[config.mk]
export PLATFORM = sky130hd
export DESIGN_NAME = log_message_framer_resync_flat
export DESIGN_NICKNAME = d
export VERILOG_FILES = /design/src/rtl/lmfr_pkg.sv /design/src/rtl/lmfr_in_if.sv /design/src/rtl/lmfr_out_if.sv /design/src/rtl/lmfr_cfg_if.sv /design/src/rtl/log_message_framer_resync.sv /design/src/rtl/lmfr_hdr_check.sv /design/src/flat_wrapper.sv
export SDC_FILE = /design/constraint.sdc
export NUM_CORES = 1
export LEC_CHECK = 0
export ABC_AREA = 1
export BUFFER_PORTS_ARGS = -buffer_cell sky130_fd_sc_hd__buf_2
export CORE_MARGIN = 4
export CORE_UTILIZATION = 54
export DETAILED_ROUTE_END_ITERATION = 8
export PLACE_DENSITY = 0.73
export REMOVE_ABC_BUFFERS = 1
export SYNTH_ARGS = -nofsm -noshare
export SYNTH_HDL_FRONTEND = slang
export SYNTH_HIERARCHICAL = 1
export SYNTH_SLANG_ARGS = --single-unit
export TNS_END_PERCENT = 10
[constraint.sdc]
create_clock -name clk -period 10.9 [get_ports clk]
set_input_delay 2.18 -clock clk [delete_from_list [all_inputs] [get_ports clk]]
set_output_delay 2.18 -clock clk [all_outputs]
set_load 0.02 [all_outputs]
[src/rtl/lmfr_pkg.sv]
// ----------------------------------------------------------------------------
// lmfr_pkg
// Shared types and constants for the log message framer with resync.
// ----------------------------------------------------------------------------
package lmfr_pkg;

  localparam int BYTE_W     = 8;
  localparam int SIZE_W     = 16;
  localparam int LEN_W      = 32;
  localparam int OUT_CNT_W  = 32;
  localparam int MAX_BEATS  = 4;
  localparam int BEAT_CNT_W = 2;

  // file header: four magic bytes then twelve more
  localparam logic [LEN_W-1:0] FILE_HDR_LEN = 32'd16;
  localparam logic [LEN_W-1:0] MAGIC_LEN    = 32'd4;
  // magic bytes, byte 0 in the low lane
  localparam logic [4*BYTE_W-1:0] MAGIC_WORD = 32'h676F_4C55;

  // bytes held before the type letter of a message header
  localparam logic [1:0] PEND_FULL = 2'd2;

  // end status codes
  typedef enum logic [2:0] {
    ST_RUNNING   = 3'd0,
    ST_CLEAN_END = 3'd1,
    ST_SHORT_TAIL = 3'd2,
    ST_TRUNCATED = 3'd3,
    ST_BAD_MAGIC = 3'd4,
    ST_TOO_SHORT = 3'd5
  } status_t;

  // message type letters
  localparam logic [BYTE_W-1:0] T_A = 8'h41;
  localparam logic [BYTE_W-1:0] T_B = 8'h42;
  localparam logic [BYTE_W-1:0] T_C = 8'h43;
  localparam logic [BYTE_W-1:0] T_D = 8'h44;
  localparam logic [BYTE_W-1:0] T_F = 8'h46;
  localparam logic [BYTE_W-1:0] T_I = 8'h49;
  localparam logic [BYTE_W-1:0] T_L = 8'h4C;
  localparam logic [BYTE_W-1:0] T_M = 8'h4D;
  localparam logic [BYTE_W-1:0] T_O = 8'h4F;
  localparam logic [BYTE_W-1:0] T_P = 8'h50;
  localparam logic [BYTE_W-1:0] T_Q = 8'h51;
  localparam logic [BYTE_W-1:0] T_R = 8'h52;
  localparam logic [BYTE_W-1:0] T_S = 8'h53;

  // payload size rules
  localparam logic [SIZE_W-1:0] SIZE_B_EQ    = 16'd40;
  localparam logic [SIZE_W-1:0] SIZE_C_MIN   = 16'd14;
  localparam logic [SIZE_W-1:0] SIZE_D_MIN   = 16'd4;
  localparam logic [SIZE_W-1:0] SIZE_L_MIN   = 16'd10;
  localparam logic [SIZE_W-1:0] SIZE_O_EQ    = 16'd2;
  localparam logic [SIZE_W-1:0] SIZE_R_EQ    = 16'd2;
  localparam logic [SIZE_W-1:0] SIZE_S_EQ    = 16'd8;
  localparam logic [SIZE_W-1:0] SIZE_DEF_MIN = 16'd6;

  // header check result
  typedef struct packed {
    logic ok;        // type and size pass the section rules
    logic defs_nxt;  // definitions section flag after this header
  } hdr_chk_t;

  function automatic logic [BYTE_W-1:0] magic_byte(input logic [1:0] idx);
    magic_byte = MAGIC_WORD[idx*BYTE_W +: BYTE_W];
  endfunction

endpackage

[src/rtl/lmfr_in_if.sv]
// ----------------------------------------------------------------------------
// lmfr_in_if
// Input byte channel: valid/ready with one file byte and a restart flag.
// ----------------------------------------------------------------------------
interface lmfr_in_if;
  logic       valid;
  logic       ready;
  logic [7:0] data_byte;
  logic       first;

  modport source (output valid, data_byte, first, input ready);
  modport sink (input valid, data_byte, first, output ready);
endinterface

[src/rtl/lmfr_out_if.sv]
// ----------------------------------------------------------------------------
// lmfr_out_if
// Result channel: valid/ready with one result beat.
// ----------------------------------------------------------------------------
interface lmfr_out_if;
  logic        valid;
  logic        ready;
  logic [7:0]  out_byte;
  logic        byte_valid;
  logic        message_start;
  logic [7:0]  message_kind;
  logic        skipped;
  logic [2:0]  status;
  logic [31:0] msg_count;
  logic [31:0] skip_count;
  logic        last;

  modport source (output valid, out_byte, byte_valid, message_start, message_kind,
                  skipped, status, msg_count, skip_count, last,
                  input ready);
  modport sink (input valid, out_byte, byte_valid, message_start, message_kind,
                skipped, status, msg_count, skip_count, last,
                output ready);
endinterface

[src/rtl/lmfr_cfg_if.sv]
// ----------------------------------------------------------------------------
// lmfr_cfg_if
// Configuration write channel: valid/ready with the file length.
// ----------------------------------------------------------------------------
interface lmfr_cfg_if;
  logic        valid;
  logic        ready;
  logic [31:0] total_length;

  modport source (output valid, total_length, input ready);
  modport sink (input valid, total_length, output ready);
endinterface

[src/rtl/log_message_framer_resync.sv]
// ----------------------------------------------------------------------------
// log_message_framer_resync
// Byte-serial framer for a log file: checks the file magic, frames messages
// from their 3-byte headers, drops one byte and rescans on a bad header.
// ----------------------------------------------------------------------------
// latency: first result beat of a byte is valid the cycle after it is accepted
// throughput: one input byte per cycle while each byte yields one beat and results
//   are taken; a byte yielding n beats (3 for an accepted header, 4 for the
//   magic release) holds the input until the result register has sent them all
// reset: synchronous rst_n clears parse state, counters, total_length and the
//   result valid; no clearing pass
module log_message_framer_resync
  import lmfr_pkg::*;
#(
  parameter int COUNT_WIDTH = 32
) (
  input  logic clk,
  input  logic rst_n,
  lmfr_in_if.sink    in_ch,
  lmfr_out_if.source out_ch,
  lmfr_cfg_if.sink   cfg_ch
);

  typedef enum logic [1:0] {
    PH_HEADER,
    PH_SCAN,
    PH_PAYLOAD,
    PH_DONE
  } phase_t;

  localparam logic [COUNT_WIDTH-1:0] CNT_MAX = '1;

  // ---------------------------------------------------------------- state
  logic [LEN_W-1:0]       total_length_r;
  phase_t                 phase_r,   phase_nxt;
  logic [BYTE_W-1:0]      pend0_r,   pend0_nxt;
  logic [BYTE_W-1:0]      pend1_r,   pend1_nxt;
  logic [1:0]             pcount_r,  pcount_nxt;
  logic [LEN_W-1:0]       pos_r,     pos_nxt;
  logic [SIZE_W-1:0]      pleft_r,   pleft_nxt;
  logic                   defs_r,    defs_nxt;
  logic [COUNT_WIDTH-1:0] vcnt_r,    vcnt_nxt;
  logic [COUNT_WIDTH-1:0] icnt_r,    icnt_nxt;
  status_t                status_r,  status_nxt;

  // result register: one group of up to four beats, shifted out lane 0 first
  logic                          grp_valid_r;
  logic [BEAT_CNT_W-1:0]         grp_left_r,  grp_left_nxt;   // beats after this one
  logic [MAX_BEATS*BYTE_W-1:0]   grp_byte_r,  grp_byte_nxt;
  logic [MAX_BEATS-1:0]          grp_bv_r,    grp_bv_nxt;
  logic                          grp_ms_r,    grp_ms_nxt;
  logic [BYTE_W-1:0]             grp_kind_r,  grp_kind_nxt;
  logic                          grp_sk_r,    grp_sk_nxt;

  // ---------------------------------------------------------------- view
  // a first byte sees the restarted state
  phase_t                 e_phase;
  logic [1:0]             e_pcount;
  logic [LEN_W-1:0]       e_pos;
  logic [SIZE_W-1:0]      e_pleft;
  logic                   e_defs;
  logic [COUNT_WIDTH-1:0] e_vcnt;
  logic [COUNT_WIDTH-1:0] e_icnt;
  status_t                e_status;

  logic [LEN_W-1:0]  pos_inc;
  logic [LEN_W-1:0]  unc;        // bytes after this one
  logic [SIZE_W-1:0] msg_size;
  logic [SIZE_W-1:0] pleft_dec;
  hdr_chk_t          chk;

  logic in_fire;
  logic out_fire;
  logic grp_last;

  // end check for the given held count and unconsumed bytes
  function automatic status_t end_code(input logic [1:0] pc, input logic [LEN_W-1:0] u);
    logic [2:0] rem;
    rem = {1'b0, pc} + {1'b0, u[1:0]};
    if (u >= 32'd3)        end_code = ST_RUNNING;
    else if (rem == 3'd0)  end_code = ST_CLEAN_END;
    else if (rem < 3'd3)   end_code = ST_SHORT_TAIL;
    else                   end_code = ST_RUNNING;
  endfunction

  always_comb begin
    if (in_ch.first) begin
      e_phase  = PH_HEADER;
      e_pcount = '0;
      e_pos    = '0;
      e_pleft  = '0;
      e_defs   = 1'b1;
      e_vcnt   = '0;
      e_icnt   = '0;
      e_status = ST_RUNNING;
    end else begin
      e_phase  = phase_r;
      e_pcount = pcount_r;
      e_pos    = pos_r;
      e_pleft  = pleft_r;
      e_defs   = defs_r;
      e_vcnt   = vcnt_r;
      e_icnt   = icnt_r;
      e_status = status_r;
    end
  end

  assign pos_inc   = e_pos + 32'd1;
  assign unc       = (total_length_r > pos_inc) ? (total_length_r - pos_inc) : '0;
  assign msg_size  = {pend1_r, pend0_r};
  assign pleft_dec = (e_pleft != '0) ? (e_pleft - 16'd1) : e_pleft;

  lmfr_hdr_check u_hdr_check (
    .size (msg_size),
    .kind (in_ch.data_byte),
    .defs (e_defs),
    .chk  (chk)
  );

  // ---------------------------------------------------------------- step
  always_comb begin
    status_t ec;

    phase_nxt  = e_phase;
    pend0_nxt  = pend0_r;
    pend1_nxt  = pend1_r;
    pcount_nxt = e_pcount;
    pos_nxt    = e_pos;
    pleft_nxt  = e_pleft;
    defs_nxt   = e_defs;
    vcnt_nxt   = e_vcnt;
    icnt_nxt   = e_icnt;
    status_nxt = e_status;

    // default group: one beat carrying no byte
    grp_left_nxt = '0;
    grp_byte_nxt = '0;
    grp_bv_nxt   = '0;
    grp_ms_nxt   = 1'b0;
    grp_kind_nxt = '0;
    grp_sk_nxt   = 1'b0;
    ec           = ST_RUNNING;

    unique case (e_phase)
      PH_HEADER: begin
        if (total_length_r < FILE_HDR_LEN) begin
          status_nxt = ST_TOO_SHORT;
          phase_nxt  = PH_DONE;
        end else if (e_pos < MAGIC_LEN) begin
          if (in_ch.data_byte != magic_byte(e_pos[1:0])) begin
            status_nxt = ST_BAD_MAGIC;
            phase_nxt  = PH_DONE;
          end else begin
            pos_nxt = pos_inc;
            // magic held until complete, then released as four beats
            if (pos_inc == MAGIC_LEN) begin
              grp_left_nxt = BEAT_CNT_W'(MAX_BEATS - 1);
              grp_byte_nxt = MAGIC_WORD;
              grp_bv_nxt   = '1;
            end
          end
        end else begin
          grp_byte_nxt[BYTE_W-1:0] = in_ch.data_byte;
          grp_bv_nxt[0]            = 1'b1;
          pos_nxt                  = pos_inc;
          if (pos_inc >= FILE_HDR_LEN) begin
            phase_nxt  = PH_SCAN;
            pcount_nxt = '0;
            ec         = end_code(2'd0, unc);
            if (ec != ST_RUNNING) begin
              status_nxt = ec;
              phase_nxt  = PH_DONE;
            end
          end
        end
      end

      PH_SCAN: begin
        pos_nxt = pos_inc;
        if (e_pcount < PEND_FULL) begin
          // collect the size bytes
          if (e_pcount[0]) pend1_nxt = in_ch.data_byte;
          else             pend0_nxt = in_ch.data_byte;
          pcount_nxt = e_pcount + 2'd1;
        end else if (unc < {16'd0, msg_size}) begin
          status_nxt = ST_TRUNCATED;
          phase_nxt  = PH_DONE;
        end else if (!chk.ok) begin
          // drop the oldest held byte and rescan one byte later
          defs_nxt   = chk.defs_nxt;
          if (e_icnt != CNT_MAX) icnt_nxt = e_icnt + COUNT_WIDTH'(1);
          grp_sk_nxt = 1'b1;
          pend0_nxt  = pend1_r;
          pend1_nxt  = in_ch.data_byte;
          pcount_nxt = PEND_FULL;
          ec         = end_code(PEND_FULL, unc);
          if (ec != ST_RUNNING) begin
            status_nxt = ec;
            phase_nxt  = PH_DONE;
          end
        end else begin
          defs_nxt = chk.defs_nxt;
          if (e_vcnt != CNT_MAX) vcnt_nxt = e_vcnt + COUNT_WIDTH'(1);
          grp_left_nxt = BEAT_CNT_W'(2);
          grp_byte_nxt = {8'd0, in_ch.data_byte, pend1_r, pend0_r};
          grp_bv_nxt   = 4'b0111;
          grp_ms_nxt   = 1'b1;
          grp_kind_nxt = in_ch.data_byte;
          pcount_nxt   = '0;
          if (msg_size != '0) begin
            phase_nxt = PH_PAYLOAD;
            pleft_nxt = msg_size;
          end else begin
            ec = end_code(2'd0, unc);
            if (ec != ST_RUNNING) begin
              status_nxt = ec;
              phase_nxt  = PH_DONE;
            end
          end
        end
      end

      PH_PAYLOAD: begin
        grp_byte_nxt[BYTE_W-1:0] = in_ch.data_byte;
        grp_bv_nxt[0]            = 1'b1;
        pos_nxt                  = pos_inc;
        pleft_nxt                = pleft_dec;
        if (pleft_dec == '0) begin
          phase_nxt  = PH_SCAN;
          pcount_nxt = '0;
          ec         = end_code(2'd0, unc);
          if (ec != ST_RUNNING) begin
            status_nxt = ec;
            phase_nxt  = PH_DONE;
          end
        end
      end

      PH_DONE: begin
        // bytes ignored until a first byte restarts the parse
      end

      default: begin
      end
    endcase
  end

  // ---------------------------------------------------------------- handshake
  assign grp_last     = (grp_left_r == '0);
  assign out_fire     = out_ch.valid && out_ch.ready;
  // a new byte loads while the last beat of the previous group leaves
  assign in_ch.ready  = !grp_valid_r || (out_ch.ready && grp_last);
  assign in_fire      = in_ch.valid && in_ch.ready;
  assign cfg_ch.ready = 1'b1;

  always_ff @(posedge clk) begin
    if (!rst_n) begin
      total_length_r <= '0;
      phase_r        <= PH_HEADER;
      pcount_r       <= '0;
      pos_r          <= '0;
      pleft_r        <= '0;
      defs_r         <= 1'b1;
      vcnt_r         <= '0;
      icnt_r         <= '0;
      status_r       <= ST_RUNNING;
      grp_valid_r    <= 1'b0;
      grp_left_r     <= '0;
    end else begin
      if (cfg_ch.valid) begin
        total_length_r <= cfg_ch.total_length;
      end
      if (in_fire) begin
        phase_r     <= phase_nxt;
        pcount_r    <= pcount_nxt;
        pos_r       <= pos_nxt;
        pleft_r     <= pleft_nxt;
        defs_r      <= defs_nxt;
        vcnt_r      <= vcnt_nxt;
        icnt_r      <= icnt_nxt;
        status_r    <= status_nxt;
        grp_valid_r <= 1'b1;
        grp_left_r  <= grp_left_nxt;
      end else if (out_fire) begin
        if (grp_last) begin
          grp_valid_r <= 1'b0;
        end else begin
          grp_left_r <= grp_left_r - BEAT_CNT_W'(1);
        end
      end
    end
  end

  // payload side of the state and result register, no reset
  always_ff @(posedge clk) begin
    if (in_fire) begin
      pend0_r    <= pend0_nxt;
      pend1_r    <= pend1_nxt;
      grp_byte_r <= grp_byte_nxt;
      grp_bv_r   <= grp_bv_nxt;
      grp_ms_r   <= grp_ms_nxt;
      grp_kind_r <= grp_kind_nxt;
      grp_sk_r   <= grp_sk_nxt;
    end else if (out_fire && !grp_last) begin
      // next beat moves into lane 0; start flag and kind belong to the first only
      grp_byte_r <= {8'd0, grp_byte_r[MAX_BEATS*BYTE_W-1:BYTE_W]};
      grp_bv_r   <= {1'b0, grp_bv_r[MAX_BEATS-1:1]};
      grp_ms_r   <= 1'b0;
      grp_kind_r <= '0;
    end
  end

  // ---------------------------------------------------------------- outputs
  // status and counters show the state after the byte that made the group
  assign out_ch.valid         = grp_valid_r;
  assign out_ch.out_byte      = grp_byte_r[BYTE_W-1:0];
  assign out_ch.byte_valid    = grp_bv_r[0];
  assign out_ch.message_start = grp_ms_r;
  assign out_ch.message_kind  = grp_kind_r;
  assign out_ch.skipped       = grp_sk_r;
  assign out_ch.status        = status_r;
  assign out_ch.msg_count     = OUT_CNT_W'(vcnt_r);
  assign out_ch.skip_count    = OUT_CNT_W'(icnt_r);
  assign out_ch.last          = grp_last;

endmodule

[src/rtl/lmfr_hdr_check.sv]
// ----------------------------------------------------------------------------
// lmfr_hdr_check
// Checks a message header's type letter and size against the section rules.
// ----------------------------------------------------------------------------
module lmfr_hdr_check
  import lmfr_pkg::*;
(
  input  logic [SIZE_W-1:0] size,
  input  logic [BYTE_W-1:0] kind,
  input  logic              defs,
  output hdr_chk_t          chk
);

  logic known;
  logic ends_defs;
  logic defs_nxt;
  logic defs_type;
  logic late_banned;
  logic section_ok;
  logic size_ok;

  always_comb begin
    known = (kind == T_A) || (kind == T_B) || (kind == T_C) || (kind == T_D) ||
            (kind == T_F) || (kind == T_I) || (kind == T_L) || (kind == T_M) ||
            (kind == T_O) || (kind == T_P) || (kind == T_Q) || (kind == T_R) ||
            (kind == T_S);
    ends_defs   = (kind == T_A) || (kind == T_L);
    defs_nxt    = defs && !ends_defs;
    defs_type   = (kind == T_B) || (kind == T_F) || (kind == T_I) ||
                  (kind == T_M) || (kind == T_P) || (kind == T_Q);
    late_banned = (kind == T_B) || (kind == T_F);
    section_ok  = defs_nxt ? defs_type : !late_banned;

    if (kind == T_B)      size_ok = (size == SIZE_B_EQ);
    else if (kind == T_C) size_ok = (size >= SIZE_C_MIN);
    else if (kind == T_D) size_ok = (size >= SIZE_D_MIN);
    else if (kind == T_L) size_ok = (size >= SIZE_L_MIN);
    else if (kind == T_O) size_ok = (size == SIZE_O_EQ);
    else if (kind == T_R) size_ok = (size == SIZE_R_EQ);
    else if (kind == T_S) size_ok = (size == SIZE_S_EQ);
    else                  size_ok = (size >= SIZE_DEF_MIN);

    chk.ok       = known && section_ok && size_ok;
    chk.defs_nxt = defs_nxt;
  end

endmodule

[src/flat_wrapper.sv]
// flat-port wrapper written by rule: the top's interface ports become plain ports
module log_message_framer_resync_flat import lmfr_pkg::*;
#(
  parameter int COUNT_WIDTH = 32
)
  (clk, rst_n, in_ch_valid, in_ch_data_byte, in_ch_first, in_ch_ready, out_ch_valid, out_ch_out_byte, out_ch_byte_valid, out_ch_message_start, out_ch_message_kind, out_ch_skipped, out_ch_status, out_ch_msg_count, out_ch_skip_count, out_ch_last, out_ch_ready, cfg_ch_valid, cfg_ch_total_length, cfg_ch_ready);
  lmfr_in_if in_ch_i ();
  lmfr_out_if out_ch_i ();
  lmfr_cfg_if cfg_ch_i ();
  input  logic clk;
  input  logic rst_n;
  input wire logic [$bits(in_ch_i.valid)-1:0] in_ch_valid;
  input wire logic [$bits(in_ch_i.data_byte)-1:0] in_ch_data_byte;
  input wire logic [$bits(in_ch_i.first)-1:0] in_ch_first;
  output wire logic [$bits(in_ch_i.ready)-1:0] in_ch_ready;
  output wire logic [$bits(out_ch_i.valid)-1:0] out_ch_valid;
  output wire logic [$bits(out_ch_i.out_byte)-1:0] out_ch_out_byte;
  output wire logic [$bits(out_ch_i.byte_valid)-1:0] out_ch_byte_valid;
  output wire logic [$bits(out_ch_i.message_start)-1:0] out_ch_message_start;
  output wire logic [$bits(out_ch_i.message_kind)-1:0] out_ch_message_kind;
  output wire logic [$bits(out_ch_i.skipped)-1:0] out_ch_skipped;
  output wire logic [$bits(out_ch_i.status)-1:0] out_ch_status;
  output wire logic [$bits(out_ch_i.msg_count)-1:0] out_ch_msg_count;
  output wire logic [$bits(out_ch_i.skip_count)-1:0] out_ch_skip_count;
  output wire logic [$bits(out_ch_i.last)-1:0] out_ch_last;
  input wire logic [$bits(out_ch_i.ready)-1:0] out_ch_ready;
  input wire logic [$bits(cfg_ch_i.valid)-1:0] cfg_ch_valid;
  input wire logic [$bits(cfg_ch_i.total_length)-1:0] cfg_ch_total_length;
  output wire logic [$bits(cfg_ch_i.ready)-1:0] cfg_ch_ready;
  assign in_ch_i.valid = in_ch_valid;
  assign in_ch_i.data_byte = in_ch_data_byte;
  assign in_ch_i.first = in_ch_first;
  assign in_ch_ready = in_ch_i.ready;
  assign out_ch_valid = out_ch_i.valid;
  assign out_ch_out_byte = out_ch_i.out_byte;
  assign out_ch_byte_valid = out_ch_i.byte_valid;
  assign out_ch_message_start = out_ch_i.message_start;
  assign out_ch_message_kind = out_ch_i.message_kind;
  assign out_ch_skipped = out_ch_i.skipped;
  assign out_ch_status = out_ch_i.status;
  assign out_ch_msg_count = out_ch_i.msg_count;
  assign out_ch_skip_count = out_ch_i.skip_count;
  assign out_ch_last = out_ch_i.last;
  assign out_ch_i.ready = out_ch_ready;
  assign cfg_ch_i.valid = cfg_ch_valid;
  assign cfg_ch_i.total_length = cfg_ch_total_length;
  assign cfg_ch_ready = cfg_ch_i.ready;
  log_message_framer_resync #(.COUNT_WIDTH(COUNT_WIDTH)) u_core (.clk(clk), .rst_n(rst_n), .in_ch(in_ch_i), .out_ch(out_ch_i), .cfg_ch(cfg_ch_i));
endmodule
==> results of run 1 <==
[sequential cells by signal (all words and copies together), names as in the netlist, 3 cells and up]
signal                      cells
u_core/out_ch.msg_count        32
u_core/out_ch.skip_count       32
u_core/pos_r                   32
u_core/total_length_r          32
u_core/grp_byte_r              25
u_core/pleft_r                 16
u_core/out_ch.message_kind      8
u_core/pend0_r                  8
u_core/pend1_r                  8
u_core/grp_bv_r                 3
u_core/out_ch.status            3
[worst paths after layout]
| path | start | end | slack, ns |
|---|---|---|---|
| min reg2reg | u_core/pleft_r[3] | u_core/pleft_r[3] | 0.47 |
| min | u_core/pleft_r[3] | u_core/pleft_r[3] | 0.47 |
| max reg2reg | u_core/pos_r[0] | u_core/pend0_r[0] | 3.85 |
| max | in_ch_first | u_core/pend0_r[0] | 1.94 |
[per-stage QoR]
stage / hold WS [ns] / util [%]
2_1_floorplan: 0.435 / -
6_report: 0.466 / 60.4
5_1_grt: 0.482 / 60.4
3_3_place_gp: 0.452 / 57.4
3_5_place_dp: 0.459 / 57.4
4_1_cts: 0.468 / 60.4
[cells in the final DEF, fill, tap and decap left out, types with 6 or more instances in the layout]
cell and count:
nand3_2 8, a21oi_1 204, nand3_1 125, a31oi_1 7, nand3b_1 9, buf_2 134, nand2_2 24, nor2_4 8
nand2_1 655, dfxtp_1 155, o221ai_1 28, nand2_4 7, buf_4 14, a22o_1 9, nor2_2 9, nand4_1 51
o21ai_1 13, o211ai_1 39, xnor2_1 19, o21a_1 7, clkinv_2 9, inv_2 16, o22ai_1 7, inv_1 310
ha_1 60, clkbuf_16 27, clkinv_1 6, xor2_1 55, nor2_1 329, o21ai_0 188, nor4_1 44, edfxtp_1 54
nor3_1 54
[where the power goes]
group | internal (mW) | switching [mW] | total, mW
sequential | 0.843 | 0.0264 | 0.869
clock | 0.581 | 0.367 | 0.948
combinational | 0.232 | 0.512 | 0.744
total | 1.66 | 0.906 | 2.56
[area by class of cell]
type | instances | area (um2) | area share, %
clock buffers | 30 | 707 | 3.80
inverters | 332 | 1250 | 6.73
repair buffers | 148 | 776 | 4.17
flip-flops and latches | 209 | 4720 | 25.4
well taps | 396 | 495 | 2.67
clock inverters | 18 | 219 | 1.18
multi-input cells | 2011 | 10400 | 56.0
[metal layers]
metal | global-route usage [%] | share of wire (%) | vias up
li1 | - | - | 8978
met1 | 43.6 | 44 | 8353
met2 | 47.6 | 43 | 982
met3 | 4.28 | 9.9 | 122
met4 | 7.57 | 2.6 | 0
met5 | 0 | 0 | -
[critical path: cells and delay by family]
kind            cells  cell delay, ns
simple gates       19            3.49
compound gates      5            1.24
buf+inv             7            0.97
fa+ha+maj           3            0.90
xor+xnor            1            0.32
[kinds of logic (layout without fill, tap and decap cells)]
family | Yosys count | in the layout | share of synthesized area, %
other | 1 | 1 | 0.0222
XOR/XNOR | 74 | 74 | 3.83
adder cells (fa/ha/maj) | 61 | 61 | 4.56
AND/OR/NAND/NOR | 1347 | 1347 | 35.3
AO/OA/AOI/OAI | 528 | 528 | 17.7
buffers and inverters | 450 | 528 | 10.6
flip-flops | 209 | 209 | 28.0
==> results.cfg, run 1 <==
[synth]
synth_top_area_share_pct = 18.4
synthArstFlopShare_pct = 0
ys_seq_area_share_pct = 28.0
ys_dominant_reg_cell = dfxtp_1
synthCells = 2670
ys_warn_count = 6
post-synth-top-area-cell = dfxtp_1
synth_edf_count = 54
synth_most_common_cell = nand2_1
synth_area_per_cell_um2 = 6.33
synth.distinct_cells = 61
yosys_register_bits = 209
synth_common_cells = 656 x nand2_1, 331 x nor2_1, 311 x inv_1
synth_area_leaders = dfxtp_1 18%, nand2_1 15%, edfxtp_1 9.6%
syn_area_mm2 = 0.0169

[detailed_routing]
dr.pass1.iters = 6
vias_per_cell = 5.86
wirelength_mm = 53.6
drc = 0
wl_per_cell_um = 17.0
dr_total_vias = 18400
dr.first_iter.drc_count = 1964
final_antenna_net_count = 0

[timing]
finalSetupViolCount = 0
max_freq_mhz = 112
worstMarginPinSlew_ns = 1.17
rsz0062_at_grt = no
period_share_pct = 82.2
hold_viol = 0
skew_ns = 0.0153
fin_crit_ns = 8.96
fin_ws_ns = 1.94
slew_headroom_pct = 21.5
finalMaxSlewViolations = 0
setup_tns_ns = 0

[finish]
nets = 2835
antenna_cells = 0
fillCellCount = 2990
final_cells = 3144
drive_gt1_share_pct = 10.4
postLayoutCellArea_mm2 = 0.0186
area_growth_pct = 9.95

[global_route]
antenna_found_initial = 0
grt_pass1_wl_mm = 86.0
overflow = 0
grt_util_all_layers_pct = 30.2
grt_pass1_vias = 17000
grt_max_degree = 83

[power]
p_per_area_mw_per_mm2 = 138
ir_drop_mv = 0.118
p_leak_nw = 8.16
total_power_mw = 2.56

[worst_hold_path]
hold_class = reg -> reg
whs_path_depth = 2

[placement]
place.gp.congestion = 0.975
placed_cells = 3096
dp_slack_ns = 1.55
dp_hpwl_mm = 37.9
io_buffers = 134
dpl-instance-area_mm2 = 0.0177

[worst_setup_path]
crit_top_cell = nand2_1
endpoint_kind = flop
critPathLaunchType = input pin
cp_data_arrival_time_ns = 9.13
critPathKind = in -> reg
cpMaxStageDelayCell = a211oi_1
r2r_cells = 32
required_ns = 11.07
cp_max_fo = 32
cpPeakStageDelay_ns = 0.70

[floorplanning]
rows = 64
start_util_pct = 55.0
die_width_um = 185
die_h_um = 185
ios = 136
dieArea_mm2 = 0.0342
coreArea_mm2 = 0.0307

[clock_tree]
post-cts-setup-buffers = 0
ctsHoldBuffers = 0
clk_latency_ns = 0.55
clkSlewWorstSetupHoldPaths_ns = 0.06
clk_path_buf_depth = 3
cts_inserted_buffers = 26
clockRootBuffer = clkbuf_16
post_cts_resized = 0
cts_sinks = 209
cts-htree-levels = 1
cts_tree = yes

[job]
max_cap_viol_count = 0

[run_status]
status = complete, no violations
Power figures use the tool's default switching activity.
==> run 2, diff against run 1 <==
- clock period: 10.9 -> 9.19 ns (I/O delays scaled with it)
==> results.cfg, run 2 (synthesis gave the netlist of run 1 again) <==
[run_status]
status = complete, no violations

[clock_tree]
cts_inserted_buffers = 26
ctsHoldBuffers = 0
cts_sinks = 209
clkSlewWorstSetupHoldPaths_ns = 0.06
clk_latency_ns = 0.55
clk_path_buf_depth = 3
post_cts_resized = 0
cts-htree-levels = 1
post-cts-setup-buffers = 0
cts_tree = yes
clockRootBuffer = clkbuf_16

[placement]
place.gp.congestion = 0.964
dp_slack_ns = 0.553
dp_hpwl_mm = 38.4
dpl-instance-area_mm2 = 0.0177
io_buffers = 134
placed_cells = 3098

[global_route]
use_met3_pct = 4.62
grt_util_all_layers_pct = 30.4
overflow = 0
antenna_found_initial = 0
grt_util_met2_pct = 49.0
use_met1_pct = 43.0
grt_pass1_vias = 17100
grt_pass1_wl_mm = 86.5
busiest_layer = met2
grt_max_degree = 75

[worst_hold_path]
hold_class = reg -> reg
hold_start = u_core/pos_r[27]

[finish]
area_growth_pct = 9.76
antenna_cells = 0
final_common_cell = nand2_1
multi_input_area_mm2 = 0.0104
drive_gt1_share_pct = 10.3
seq_area_mm2 = 0.00472
postLayoutCellArea_mm2 = 0.0186
final_cell_mix = 655 x nand2_1, 329 x nor2_1, 310 x inv_1, 204 x a21oi_1, 188 x o21ai_0
fin_util_pct = 60.3
final_cells = 3146
nets = 2837
fillCellCount = 3071

[timing]
setup_tns_ns = 0
fin_ws_ns = 0.962
fin_crit_ns = 8.23
slew_headroom_pct = 21.4
max_freq_mhz = 122
worstMarginPinSlew_ns = 1.17
period_share_pct = 89.5
rsz0062_at_grt = no
finalMaxSlewViolations = 0
hold_viol = 0
skew_ns = 0.0153
finalSetupViolCount = 0

[detailed_routing]
wl_per_cell_um = 17.1
dr.first_iter.drc_count = 2027
vias_per_cell = 5.84
drc = 0
wirelength_mm = 53.9
dr.pass1.iters = 6
dr_total_vias = 18400
final_antenna_net_count = 0

[worst_setup_path]
cpMaxStageDelayCell = a211oi_1
critPathLaunchType = input pin
critPathKind = in -> reg
required_ns = 9.57
cp_data_arrival_time_ns = 8.61
r2r_start = u_core/pos_r[0]
crit_top_cell = nor2_1
cpPeakStageDelay_ns = 0.65
startpoint = in_ch_first
endpoint_kind = flop
cp_max_fo = 31

[floorplanning]
start_util_pct = 55.0
die_h_um = 185
dieArea_mm2 = 0.0342
coreArea_mm2 = 0.0307
die_width_um = 185
rows = 64
ios = 136

[power]
p_leak_nw = 8.13
p_per_area_mw_per_mm2 = 160
ir_drop_mv = 0.142

[job]
max_cap_viol_count = 0
-- run 2: cell types whose count changed in the layout (fill, tap and decap cells not counted), sizes merged --
cell      before  now
buf          148  150
clkinvlp       1    2
clkinv        16   12
bufinv         5    3
clkbuf        30   35
-- run 2: metrics by stage --
step / hold slack [ns] / power, mW
2_1_floorplan: 0.435 / 1.67
3_3_place_gp: 0.452 / 1.89
3_5_place_dp: 0.455 / 1.91
4_1_cts: 0.465 / 2.97
5_1_grt: 0.481 / 3.14
6_report: 0.464 / 2.97
-- run 2: metal layers --
layer,wire length [um],up-vias
met5,0,-
met4,1240,0
met3,5460,98
met2,23700,898
met1,23500,8388
li1,-,8984
-- run 2: report_power, final --
group / total [mW] / internal (mW) / switching [mW] / leakage (nW)
combinational: 0.878 / 0.275 / 0.603 / 5.92
clock: 1.06 / 0.643 / 0.420 / 0.429
sequential: 1.03 / 1.00 / 0.0316 / 1.79
-- run 2: worst max-delay path: cells and delay by family --
kind	cells	cell delay, ns
simple gates	19	3.49
compound gates	8	1.56
buf+inv	5	0.70
fa+ha+maj	2	0.68
xor+xnor	1	0.32
-- run 2: final timing paths --
kind	endpoint	slack, ns	depth (start not counted)
setup / recovery	u_core/grp_byte_r[17]	0.96	35
setup reg to reg	u_core/grp_byte_r[17]	2.24	34
hold / removal	u_core/pos_r[27]	0.46	2
hold reg to reg	u_core/pos_r[27]	0.46	2
-- run 2: cell type report --
| class | count | area share [%] |
|---|---|---|
| timing repair buffer | 150 | 4.26 |
| inverter | 332 | 6.74 |
| clock inverter | 13 | 0.769 |
| tap | 396 | 2.67 |
| clock buffer | 35 | 3.97 |
| sequential | 209 | 25.5 |
| multi-input combinational | 2011 | 56.1 |
